==> config.mk <==
export PLATFORM = sky130hd
export DESIGN_NAME = main_deploy_altitude_detector_unit
export DESIGN_NICKNAME = d
export VERILOG_FILES = /design/src/hw/rtl/mdad_pkg.sv /design/src/hw/rtl/mdad_stuck_mon.sv /design/src/hw/rtl/main_deploy_altitude_detector_unit.sv
export SDC_FILE = /design/constraint.sdc
export NUM_CORES = 1
export LEC_CHECK = 0
export CAP_MARGIN = 30
export CORE_ASPECT_RATIO = 0.75
export CORE_MARGIN = 1
export CORE_UTILIZATION = 50
export DETAILED_ROUTE_END_ITERATION = 7
export DONT_BUFFER_PORTS = 1
export GPL_ROUTABILITY_DRIVEN = 0
export MAX_ROUTING_LAYER = met4
export PLACE_DENSITY_LB_ADDON = 0.12
export SKIP_CTS_REPAIR_TIMING = 1
export SLEW_MARGIN = 20
export SYNTH_ARGS = -nofsm -noshare
export SYNTH_HDL_FRONTEND = slang
export SYNTH_HIERARCHICAL = 1
export SYNTH_SLANG_ARGS = --single-unit
==> constraint.sdc <==
create_clock -name clk -period 16.73 [get_ports clk]
set_input_delay 3.346 -clock clk [delete_from_list [all_inputs] [get_ports clk]]
set_output_delay 3.346 -clock clk [all_outputs]
set_load 0.01 [all_outputs]
==> src/hw/rtl/mdad_pkg.sv <==
package mdad_pkg;

  // Field widths
  localparam int unsigned TIME_W = 32;
  localparam int unsigned ALT_W  = 32;
  localparam int unsigned CFG_W  = 32;
  localparam int unsigned IDX_W  = 3;
  localparam int unsigned RSN_W  = 2;

  // Register indexes on the configuration port
  localparam logic [IDX_W-1:0] REG_DEPLOY_ALT  = 3'd0;
  localparam logic [IDX_W-1:0] REG_TIMEOUT     = 3'd1;
  localparam logic [IDX_W-1:0] REG_MAX_GAP     = 3'd2;
  localparam logic [IDX_W-1:0] REG_STUCK_WIN   = 3'd3;
  localparam logic [IDX_W-1:0] REG_STUCK_RANGE = 3'd4;

  // Register reset values
  localparam logic [CFG_W-1:0] RST_DEPLOY_ALT  = 32'd76800;
  localparam logic [CFG_W-1:0] RST_TIMEOUT     = 32'd120000;
  localparam logic [CFG_W-1:0] RST_MAX_GAP     = 32'd500;
  localparam logic [CFG_W-1:0] RST_STUCK_WIN   = 32'd2000;
  localparam logic [CFG_W-1:0] RST_STUCK_RANGE = 32'd128;

  // Input operation codes
  localparam logic OP_ENTER = 1'b0;
  localparam logic OP_EVAL  = 1'b1;

  // Deploy reason codes
  localparam logic [RSN_W-1:0] RSN_ALT_MET   = 2'd0;
  localparam logic [RSN_W-1:0] RSN_TIMEOUT   = 2'd1;
  localparam logic [RSN_W-1:0] RSN_NOT_MET   = 2'd2;

  // Settings seen by the stuck monitor
  typedef struct packed {
    logic [TIME_W-1:0] max_gap;
    logic [TIME_W-1:0] stuck_win;
    logic [CFG_W-1:0]  stuck_range;
  } mon_cfg_t;

  // Sample handed to the stuck monitor
  typedef struct packed {
    logic              clear;     // enter op: wipe state
    logic              usable;    // sample passed flag and age checks
    logic              finite;
    logic [TIME_W-1:0] stime;
    logic [ALT_W-1:0]  alt;
  } mon_req_t;

endpackage

==> src/hw/rtl/mdad_stuck_mon.sv <==
// Barometer stuck monitor: min/max window over new usable samples.
module mdad_stuck_mon (
  input  logic                      clk,
  input  logic                      rst_n,
  input  logic                      en,
  input  mdad_pkg::mon_req_t        req,
  input  mdad_pkg::mon_cfg_t        cfg,
  output logic                      stuck
);

  logic [mdad_pkg::TIME_W-1:0] last_seen_r, last_seen_nxt;
  logic                        active_r, active_nxt;
  logic [mdad_pkg::TIME_W-1:0] wstart_r, wstart_nxt;
  logic [mdad_pkg::TIME_W-1:0] lws_r, lws_nxt;
  logic [mdad_pkg::ALT_W-1:0]  wmin_r, wmin_nxt;
  logic [mdad_pkg::ALT_W-1:0]  wmax_r, wmax_nxt;

  logic                        do_track;
  logic                        gap_break;
  logic                        win_done;
  logic [mdad_pkg::ALT_W-1:0]  min_upd, max_upd;
  logic [mdad_pkg::ALT_W:0]    span;
  logic                        in_range;
  logic [mdad_pkg::TIME_W-1:0] gap_dt, win_dt;

  // Only a sample with a new timestamp is tracked
  assign do_track = req.usable && (req.stime != last_seen_r);

  assign gap_dt    = req.stime - lws_r;
  assign win_dt    = req.stime - wstart_r;
  assign gap_break = !active_r || ((lws_r != '0) && (gap_dt > cfg.max_gap));
  assign win_done  = win_dt >= cfg.stuck_win;

  // Extremes including this sample (signed compare)
  assign min_upd = ($signed(req.alt) < $signed(wmin_r)) ? req.alt : wmin_r;
  assign max_upd = ($signed(req.alt) > $signed(wmax_r)) ? req.alt : wmax_r;

  // max >= min always holds, so the 33-bit difference is non-negative
  assign span     = {max_upd[mdad_pkg::ALT_W-1], max_upd}
                  - {min_upd[mdad_pkg::ALT_W-1], min_upd};
  assign in_range = span <= {1'b0, cfg.stuck_range};

  // Next-state logic
  always_comb begin
    last_seen_nxt = last_seen_r;
    active_nxt    = active_r;
    wstart_nxt    = wstart_r;
    lws_nxt       = lws_r;
    wmin_nxt      = wmin_r;
    wmax_nxt      = wmax_r;
    stuck         = 1'b0;
    if (req.clear) begin
      last_seen_nxt = '0;
      active_nxt    = 1'b0;
      wstart_nxt    = '0;
      lws_nxt       = '0;
      wmin_nxt      = '0;
      wmax_nxt      = '0;
    end else if (do_track) begin
      last_seen_nxt = req.stime;
      if (!req.finite) begin
        // non-finite altitude drops the window
        active_nxt = 1'b0;
        wstart_nxt = '0;
        lws_nxt    = '0;
        wmin_nxt   = '0;
        wmax_nxt   = '0;
      end else if (gap_break) begin
        active_nxt = 1'b1;
        wstart_nxt = req.stime;
        lws_nxt    = req.stime;
        wmin_nxt   = req.alt;
        wmax_nxt   = req.alt;
      end else begin
        lws_nxt  = req.stime;
        wmin_nxt = min_upd;
        wmax_nxt = max_upd;
        if (win_done) begin
          if (in_range) begin
            stuck = 1'b1;
          end else begin
            // window elapsed with a wide range: restart here
            wstart_nxt = req.stime;
            wmin_nxt   = req.alt;
            wmax_nxt   = req.alt;
          end
        end
      end
    end
  end

  // State registers
  always_ff @(posedge clk) begin
    if (!rst_n) begin
      last_seen_r <= '0;
      active_r    <= 1'b0;
      wstart_r    <= '0;
      lws_r       <= '0;
      wmin_r      <= '0;
      wmax_r      <= '0;
    end else if (en) begin
      last_seen_r <= last_seen_nxt;
      active_r    <= active_nxt;
      wstart_r    <= wstart_nxt;
      lws_r       <= lws_nxt;
      wmin_r      <= wmin_nxt;
      wmax_r      <= wmax_nxt;
    end
  end

endmodule

==> src/hw/rtl/main_deploy_altitude_detector_unit.sv <==
// Channel   Direction  Handshake              Contents
// in_*      input      in_valid / in_ready    op, times, status flags, altitude
// out_*     output     out_valid / out_ready  deploy_accept, reason, stuck, time since entry
// cfg_*     input      cfg_we                 cfg_index selects register, cfg_wdata
//
// An item is held in the input register and is evaluated against the stuck
// window state as it moves into the output register, which holds the result
// until it transfers out; one item per cycle sustained while out_ready stays
// high.
// An enter op clears the window state and gives no result.
// Synchronous active-low reset clears valids and window state and loads the configuration registers with reset values.
// in_ready follows out_ready when both stages are full, unless the held item is an enter op.
module main_deploy_altitude_detector_unit (
  input  logic                          clk,
  input  logic                          rst_n,
  // configuration
  input  logic                          cfg_we,
  input  logic [mdad_pkg::IDX_W-1:0]    cfg_index,
  input  logic [mdad_pkg::CFG_W-1:0]    cfg_wdata,
  // input channel
  input  logic                          in_valid,
  output logic                          in_ready,
  input  logic                          in_op,
  input  logic [mdad_pkg::TIME_W-1:0]   in_now_time,
  input  logic [mdad_pkg::TIME_W-1:0]   in_drogue_entry_time,
  input  logic                          in_stuck_latched,
  input  logic                          in_sample_valid,
  input  logic                          in_reference_valid,
  input  logic                          in_status_fault,
  input  logic                          in_sensor_fault,
  input  logic [mdad_pkg::TIME_W-1:0]   in_sample_time,
  input  logic                          in_altitude_finite,
  input  logic signed [mdad_pkg::ALT_W-1:0] in_altitude,
  // result channel
  output logic                          out_valid,
  input  logic                          out_ready,
  output logic                          out_deploy_accept,
  output logic [mdad_pkg::RSN_W-1:0]    out_reason_code,
  output logic                          out_stuck_fault,
  output logic [mdad_pkg::TIME_W-1:0]   out_time_since_entry
);

  // Configuration registers
  logic [mdad_pkg::CFG_W-1:0] deploy_alt_r, timeout_r, max_gap_r, stuck_win_r, stuck_range_r;

  always_ff @(posedge clk) begin
    if (!rst_n) begin
      deploy_alt_r  <= mdad_pkg::RST_DEPLOY_ALT;
      timeout_r     <= mdad_pkg::RST_TIMEOUT;
      max_gap_r     <= mdad_pkg::RST_MAX_GAP;
      stuck_win_r   <= mdad_pkg::RST_STUCK_WIN;
      stuck_range_r <= mdad_pkg::RST_STUCK_RANGE;
    end else if (cfg_we) begin
      case (cfg_index)
        mdad_pkg::REG_DEPLOY_ALT:  deploy_alt_r  <= cfg_wdata;
        mdad_pkg::REG_TIMEOUT:     timeout_r     <= cfg_wdata;
        mdad_pkg::REG_MAX_GAP:     max_gap_r     <= cfg_wdata;
        mdad_pkg::REG_STUCK_WIN:   stuck_win_r   <= cfg_wdata;
        mdad_pkg::REG_STUCK_RANGE: stuck_range_r <= cfg_wdata;
        default: ;
      endcase
    end
  end

  // Input register
  logic                        s1_valid_r;
  logic                        s1_op_r;
  logic [mdad_pkg::TIME_W-1:0] s1_now_r, s1_entry_r, s1_stime_r;
  logic                        s1_latched_r, s1_svalid_r, s1_rvalid_r;
  logic                        s1_sfault_r, s1_efault_r, s1_finite_r;
  logic [mdad_pkg::ALT_W-1:0]  s1_alt_r;

  logic s1_adv;
  logic out_valid_r;

  // Stage 1 moves on when the result slot is free or drains this cycle;
  // an enter op needs no slot
  assign s1_adv   = s1_valid_r && ((s1_op_r == mdad_pkg::OP_ENTER) || !out_valid_r
                                   || out_ready);
  assign in_ready = !s1_valid_r || s1_adv;

  always_ff @(posedge clk) begin
    if (!rst_n) begin
      s1_valid_r <= 1'b0;
    end else if (in_ready) begin
      s1_valid_r <= in_valid;
    end
  end

  always_ff @(posedge clk) begin
    if (in_valid && in_ready) begin
      s1_op_r      <= in_op;
      s1_now_r     <= in_now_time;
      s1_entry_r   <= in_drogue_entry_time;
      s1_latched_r <= in_stuck_latched;
      s1_svalid_r  <= in_sample_valid;
      s1_rvalid_r  <= in_reference_valid;
      s1_sfault_r  <= in_status_fault;
      s1_efault_r  <= in_sensor_fault;
      s1_stime_r   <= in_sample_time;
      s1_finite_r  <= in_altitude_finite;
      s1_alt_r     <= in_altitude;
    end
  end

  // Sample qualification by flags and age
  logic [mdad_pkg::TIME_W-1:0] age;
  logic                        usable_pre;

  assign age        = s1_now_r - s1_stime_r;
  assign usable_pre = !s1_latched_r && s1_svalid_r && s1_rvalid_r && !s1_sfault_r
                    && !s1_efault_r && (s1_stime_r != '0) && (age <= max_gap_r);

  // Stuck monitor
  mdad_pkg::mon_req_t mon_req;
  mdad_pkg::mon_cfg_t mon_cfg;
  logic               stuck;

  always_comb begin
    mon_req.clear       = (s1_op_r == mdad_pkg::OP_ENTER);
    mon_req.usable      = usable_pre;
    mon_req.finite      = s1_finite_r;
    mon_req.stime       = s1_stime_r;
    mon_req.alt         = s1_alt_r;
    mon_cfg.max_gap     = max_gap_r;
    mon_cfg.stuck_win   = stuck_win_r;
    mon_cfg.stuck_range = stuck_range_r;
  end

  mdad_stuck_mon u_stuck_mon (
    .clk   (clk),
    .rst_n (rst_n),
    .en    (s1_adv),
    .req   (mon_req),
    .cfg   (mon_cfg),
    .stuck (stuck)
  );

  // Deploy decision
  logic [mdad_pkg::TIME_W-1:0] elapsed;
  logic                        reached, timed_out;
  logic [mdad_pkg::RSN_W-1:0]  reason;

  assign elapsed   = s1_now_r - s1_entry_r;
  assign reached   = usable_pre && !stuck && s1_finite_r
                   && ($signed(s1_alt_r) <= $signed(deploy_alt_r));
  assign timed_out = elapsed >= timeout_r;

  always_comb begin
    if (reached) begin
      reason = mdad_pkg::RSN_ALT_MET;
    end else if (timed_out) begin
      reason = mdad_pkg::RSN_TIMEOUT;
    end else begin
      reason = mdad_pkg::RSN_NOT_MET;
    end
  end

  // Result register
  logic                        load_out;
  logic                        accept_r, stuck_r;
  logic [mdad_pkg::RSN_W-1:0]  reason_r;
  logic [mdad_pkg::TIME_W-1:0] elapsed_r;

  assign load_out = s1_adv && (s1_op_r == mdad_pkg::OP_EVAL);

  always_ff @(posedge clk) begin
    if (!rst_n) begin
      out_valid_r <= 1'b0;
    end else if (load_out) begin
      out_valid_r <= 1'b1;
    end else if (out_ready) begin
      out_valid_r <= 1'b0;
    end
  end

  always_ff @(posedge clk) begin
    if (load_out) begin
      accept_r  <= reached || timed_out;
      reason_r  <= reason;
      stuck_r   <= stuck;
      elapsed_r <= elapsed;
    end
  end

  assign out_valid            = out_valid_r;
  assign out_deploy_accept    = accept_r;
  assign out_reason_code      = reason_r;
  assign out_stuck_fault      = stuck_r;
  assign out_time_since_entry = elapsed_r;

endmodule

# == Word-level counts from Yosys, hierarchy flattened ==
# Index checks and enable logic that the tools add are counted.
# totals
register_bits,494
latchBits,0
ram_bits,0
rom_bits,0
in_bits,175
output_inout_bits,38
elab_cells,127
memories,0
# op_classes
addsub,5
n_mul,0
div,0
n_lt_le_gt_ge,8
n_eq_ne,9
n_shift,0
n_mux,38
bitwise_logic,1
n_reduce_logical,38
# op_table
op,count
32-bit 2-to-1 mux,25
32-bit subtractor,4
32-bit >= comparator,2
32-bit greater-than comparator,2
32-bit less-or-equal comparator,2
32-bit nonzero test,2
33-bit by 32-bit less-or-equal comparator with 1-bit output,1
32-bit by 32-bit subtractor with 33-bit output,1
32-bit less-than comparator,1
32-bit != test,1
1-bit logical AND,14
1-bit 2-to-1 mux,12
2-bit AND reduction,6
1-bit logical NOT,7
"3-bit by 2-bit == test with 1-bit output, second input constant",2
1-bit logical OR,5
"4-bit by 2-bit != test with 1-bit output, second input constant",1
"4-bit by 3-bit != test with 1-bit output, second input constant",1
4-bit AND reduction,1
"3-bit by 1-bit == test with 1-bit output, second input constant",1
"3-bit == test, second input constant",1
3-bit logical NOT,1
"3-bit by 2-bit != test with 1-bit output, second input constant",1
3-bit AND reduction,1
4 further kinds,4

# == Logic depth before layout (Yosys ltp) ==
# depth
ltp_word,15
mapped_depth,47

# == Cells and area by module ==
# The synthesis kept the hierarchy.
# by_module_without_submodules
mod,instances,cells_per_inst,area_per_inst_um2,seq_area_each_um2
main_deploy_altitude_detector_unit,1,1771,17204.0,8378.0
mdad_stuck_mon,1,2081,16225.6,3223.1

# == Least setup slack after synthesis ==
# No wires, ideal clock.
# synth_path
path_kind,input port to flip-flop
start,in out_ready
end,reg s1_alt_r[0] in the netlist's numbering (enable)
arrival_ps,10164
required_ps,16021
path_slack_ps,5857
stages,2
cell_sequence,nor2b_1 a31oi_1
# synth_via
elab_chain_cells,4
# synth_rtl
element,line_no,text
"start, declared",main_deploy_altitude_detector_unit.sv:36,"input logic out_ready,"
1-bit logical OR,main_deploy_altitude_detector_unit.sv:79,|| out_ready);
1-bit logical AND,main_deploy_altitude_detector_unit.sv:78,assign s1_adv = s1_valid_r && ((s1_op_r == mdad_pkg::OP_ENTER) || !out_valid_r
1-bit logical OR,main_deploy_altitude_detector_unit.sv:80,assign in_ready = !s1_valid_r || s1_adv;
1-bit logical AND,main_deploy_altitude_detector_unit.sv:91,if (in_valid && in_ready) begin
"end signal, assigned",main_deploy_altitude_detector_unit.sv:102,s1_alt_r <= in_altitude;
"end, declared",main_deploy_altitude_detector_unit.sv:71,logic [mdad_pkg::ALT_W-1:0] s1_alt_r;
# Every way passes these cells.
# A chain may end at the register's enable or synchronous reset.

# == Final worst setup path ==
# layout_path
start,reg s1_alt_r[17] in the netlist's numbering
end,reg u_stuck_mon/wmax_r[22] in the netlist's numbering
# layout_via
elab_chain_cells,10
# layout_rtl
element,line_no,text
32-bit greater-than comparator or 32-bit less-than comparator (tied branches),"mdad_stuck_mon.sv:36, mdad_stuck_mon.sv:35",
"32-bit 2-to-1 mux, on equally long branches","mdad_stuck_mon.sv:36, mdad_stuck_mon.sv:35",
32-bit by 32-bit subtractor with 33-bit output,mdad_stuck_mon.sv:40,"- {min_upd[mdad_pkg::ALT_W-1], min_upd};"
33-bit by 32-bit less-or-equal comparator with 1-bit output,mdad_stuck_mon.sv:41,"assign in_range = span <= {1'b0, cfg.stuck_range};"
32-bit 2-to-1 mux,mdad_stuck_mon.sv:79,if (in_range) begin
32-bit 2-to-1 mux (*),mdad_stuck_mon.sv:78,if (win_done) begin
32-bit 2-to-1 mux (*),mdad_stuck_mon.sv:68,end else if (gap_break) begin
32-bit 2-to-1 mux (*),mdad_stuck_mon.sv:61,if (!req.finite) begin
32-bit 2-to-1 mux (*),mdad_stuck_mon.sv:59,end else if (do_track) begin
32-bit 2-to-1 mux (*),mdad_stuck_mon.sv:52,if (req.clear) begin
"end signal, assigned",mdad_stuck_mon.sv:107,wmax_r <= wmax_nxt;
"end, declared",mdad_stuck_mon.sv:16,"logic [mdad_pkg::ALT_W-1:0] wmax_r, wmax_nxt;"
# Every way passes the cells marked *; elsewhere a longest branch is shown, timed or not. The select of a mux whose other input is x is not followed.

==> results.json <==
{
  "slew_viol_final": 0,
  "synth_top_area_frac": 0.193,
  "layout_commonest_cell": "nand2_1",
  "syn_area_per_cell_um2": 8.68,
  "drt_iter0_drc": 2570,
  "synth_top_family_by_area": "compound AO/OA/AOI/OAI gates",
  "syn_to_final_growth_pct": 8.22,
  "final_layout_size_suffix_gt1_frac": 0.0455,
  "cap_violations": 0,
  "cts_tree": "built",
  "min_period_over_period": 0.607,
  "synth_edf_count": 171,
  "antenna_cells": 0,
  "leakagePower_nw": 14.0,
  "cp-end-kind": "register",
  "clk_pin_slew_ps": 60,
  "overflow": 0,
  "vdd_drop_max_v": 0.0000959,
  "cts-root-buf": "clkbuf_16",
  "syn_area_um2": 33400,
  "ys.flop_type": "dfxtp_1",
  "nets": 4389,
  "cts_max_level": 2,
  "dr.pass1.iters": 6,
  "status": "complete, no violations",
  "crit_type": "register to register",
  "startpoint_type": "register",
  "hold_class": "register to register",
  "syn_inst": 3852,
  "cp_max_fo": 34,
  "synth_cell_types": 89,
  "dieArea_um2": 67900,
  "async_flop_share": 0,
  "die_y_um": 226,
  "grt_setup_unrepaired": "false",
  "cts_buffers": 53,
  "grt_pass1_vias": 24800,
  "clock_latency_ps": 630,
  "holdWs_ps": 453,
  "crit_arrival_ps": 10650,
  "yosysTopAreaCell": "dfxtp_1",
  "finalSetupViolCount": 0,
  "synth_mux_area_frac": 0.0192,
  "io_pins": 213,
  "ant_nets": 0,
  "yosysWarnings": 6,
  "cts_buffer_depth": 3,
  "power_density_nw_per_um2": 93.0,
  "synth_fp_nets": 4442,
  "layout_min_cycle_time_ps": 10150,
  "routedWlPerCell_um": 21.2,
  "portBuffers": 0,
  "slowest_stage": "nor4b_1",
  "vias_per_cell": 5.80,
  "core_um2": 65700,
  "fin_skew_ps": 29.9,
  "synth_top_cells_by_area": "dfxtp_1 19%, edfxtp_1 15%, ha_1 15%",
  "grt_pass1_wl_um": 151000,
  "route.detailed.drc": 0,
  "ys_seq_area_frac": 0.347,
  "clock-sinks": 494,
  "dp_hpwl_um": 73900,
  "grt_antenna_before_repair": 0,
  "final_cell_mix": "471 x nand2_1, 452 x inv_1, 410 x ha_1",
  "synth_compound_area_frac": 0.202,
  "cp.required_ps": 17230,
  "clock.fmax_mhz": 98.5,
  "wirelength_um": 100000,
  "path_common_cell": "a21o_1",
  "worstMarginPinSlew_ps": 965,
  "synthXorXnorAreaFrac": 0.0427,
  "max_stage_delay_ps": 720,
  "num_vias": 27400,
  "hold_violations": 0,
  "tns_ps": 0,
  "synthSimpleGateAreaFrac": 0.163,
  "yosys.area_share.adder": 0.157,
  "fp-row-count": 81,
  "grt_max_degree": 295,
  "grt_usage": 0.298,
  "reg2reg_slack_ps": 6580,
  "maxSlewHeadroom": 0.357,
  "initial_core_util": 0.509,
  "ys_ff_latch": 494,
  "die_x_um": 301
}
logic make-up (layout without fill, tap and decap cells):
logic type / count (synthesis) / count (layout)
muxes: 64 / 64
DFF: 494 / 494
buffers and inverters: 602 / 594
xor gates and xnor gates: 163 / 163
adders and majority gates: 416 / 416
and+or+nand+nor: 1132 / 1132
AOI/OAI and AO/OA: 981 / 981
worst paths after layout:
check | start | cells past startpoint | end
worst max-delay path | s1_alt_r[17] | 36 | u_stuck_mon/wmax_r[22]
worst min-delay path | timeout_r[30] | 2 | timeout_r[30]
worst max register to register | s1_alt_r[17] | 36 | u_stuck_mon/wmax_r[22]
worst min register to register | timeout_r[30] | 2 | timeout_r[30]
worst max-delay path, delay by kind of cell, from the launching register on:
family / cells / cell delay (ps)
compound gates: 19 / 4220
fa+ha+maj: 3 / 810
buf+inv: 3 / 1420
flops: 1 / 480
mux: 1 / 300
simple gates: 10 / 2770
cell type report:
class / instances / area [um^2]
Clock buffer: 72 / 1520
Clock inverter: 28 / 350
Fill cell: 6123 / 29500
Inverter: 452 / 1700
Multi-Input combinational cell: 2756 / 19600
Sequential cell: 494 / 11600
Tap cell: 871 / 1090
Timing Repair Buffer: 42 / 332
sequential cells by signal (all words and copies together), names as in the netlist, 2 cells and up:
signal,count
deploy_alt_r,32
max_gap_r,32
out_reason_code,2
out_time_since_entry,32
s1_alt_r,32
s1_entry_r,32
s1_now_r,32
s1_stime_r,32
stuck_range_r,32
stuck_win_r,32
timeout_r,32
u_stuck_mon/last_seen_r,32
u_stuck_mon/lws_r,32
u_stuck_mon/wmax_r,32
u_stuck_mon/wmin_r,32
u_stuck_mon/wstart_r,32
cell usage after synthesis, types with 8 or more instances:
cell type / count
buf_1: 13
a31oi_1: 16
xnor2_1: 123
o31a_1: 9
mux2i_1: 62
and4_1: 11
o21ai_0: 113
o21bai_1: 24
a22o_1: 64
inv_1: 452
nand2_1: 471
buf_2: 12
o21ai_1: 9
nor2b_1: 76
nand4_1: 66
and3_1: 14
nor2_1: 129
nand2b_1: 36
and2_1: 14
clkbuf_1: 117
a211oi_1: 20
edfxtp_1: 171
o31ai_1: 8
nor3b_1: 31
nor4_1: 27
dfxtp_1: 323
nor3_1: 36
ha_1: 410
nand3_1: 183
xor2_1: 40
a21o_1: 131
o21a_1: 41
a21boi_0: 173
o211ai_1: 61
a21oi_1: 222
per-layer routing:
metal,global-route usage,wire length [um],vias up
li1,-,-,13500
met1,0.463,51100,12900
met2,0.400,39500,933
met3,0.0475,7970,85
met4,0.0517,1390,0
met5,-,0,-
metrics by stage:
stage	setup WS (ps)	total power, W	util	instance area [um^2]	cells
4_1_cts	6930	0.00338	0.551	36200	4715
6_report	6580	0.00336	0.551	36200	4715
2_1_floorplan	5860	0.00191	-	33400	3852
3_3_place_gp	7200	0.00208	0.522	34300	4614
5_1_grt	6140	0.00352	0.551	36200	4715
3_5_place_dp	6990	0.00209	0.522	34300	4615
report_power, final:
part	total, W	switching [W]	internal (W)
registers	0.00133	0.0000397	0.00129
logic	0.000751	0.000434	0.000317
clock network	0.00128	0.000524	0.000760
total	0.00336	0.000998	0.00237
Power figures use the tool's default switching activity.
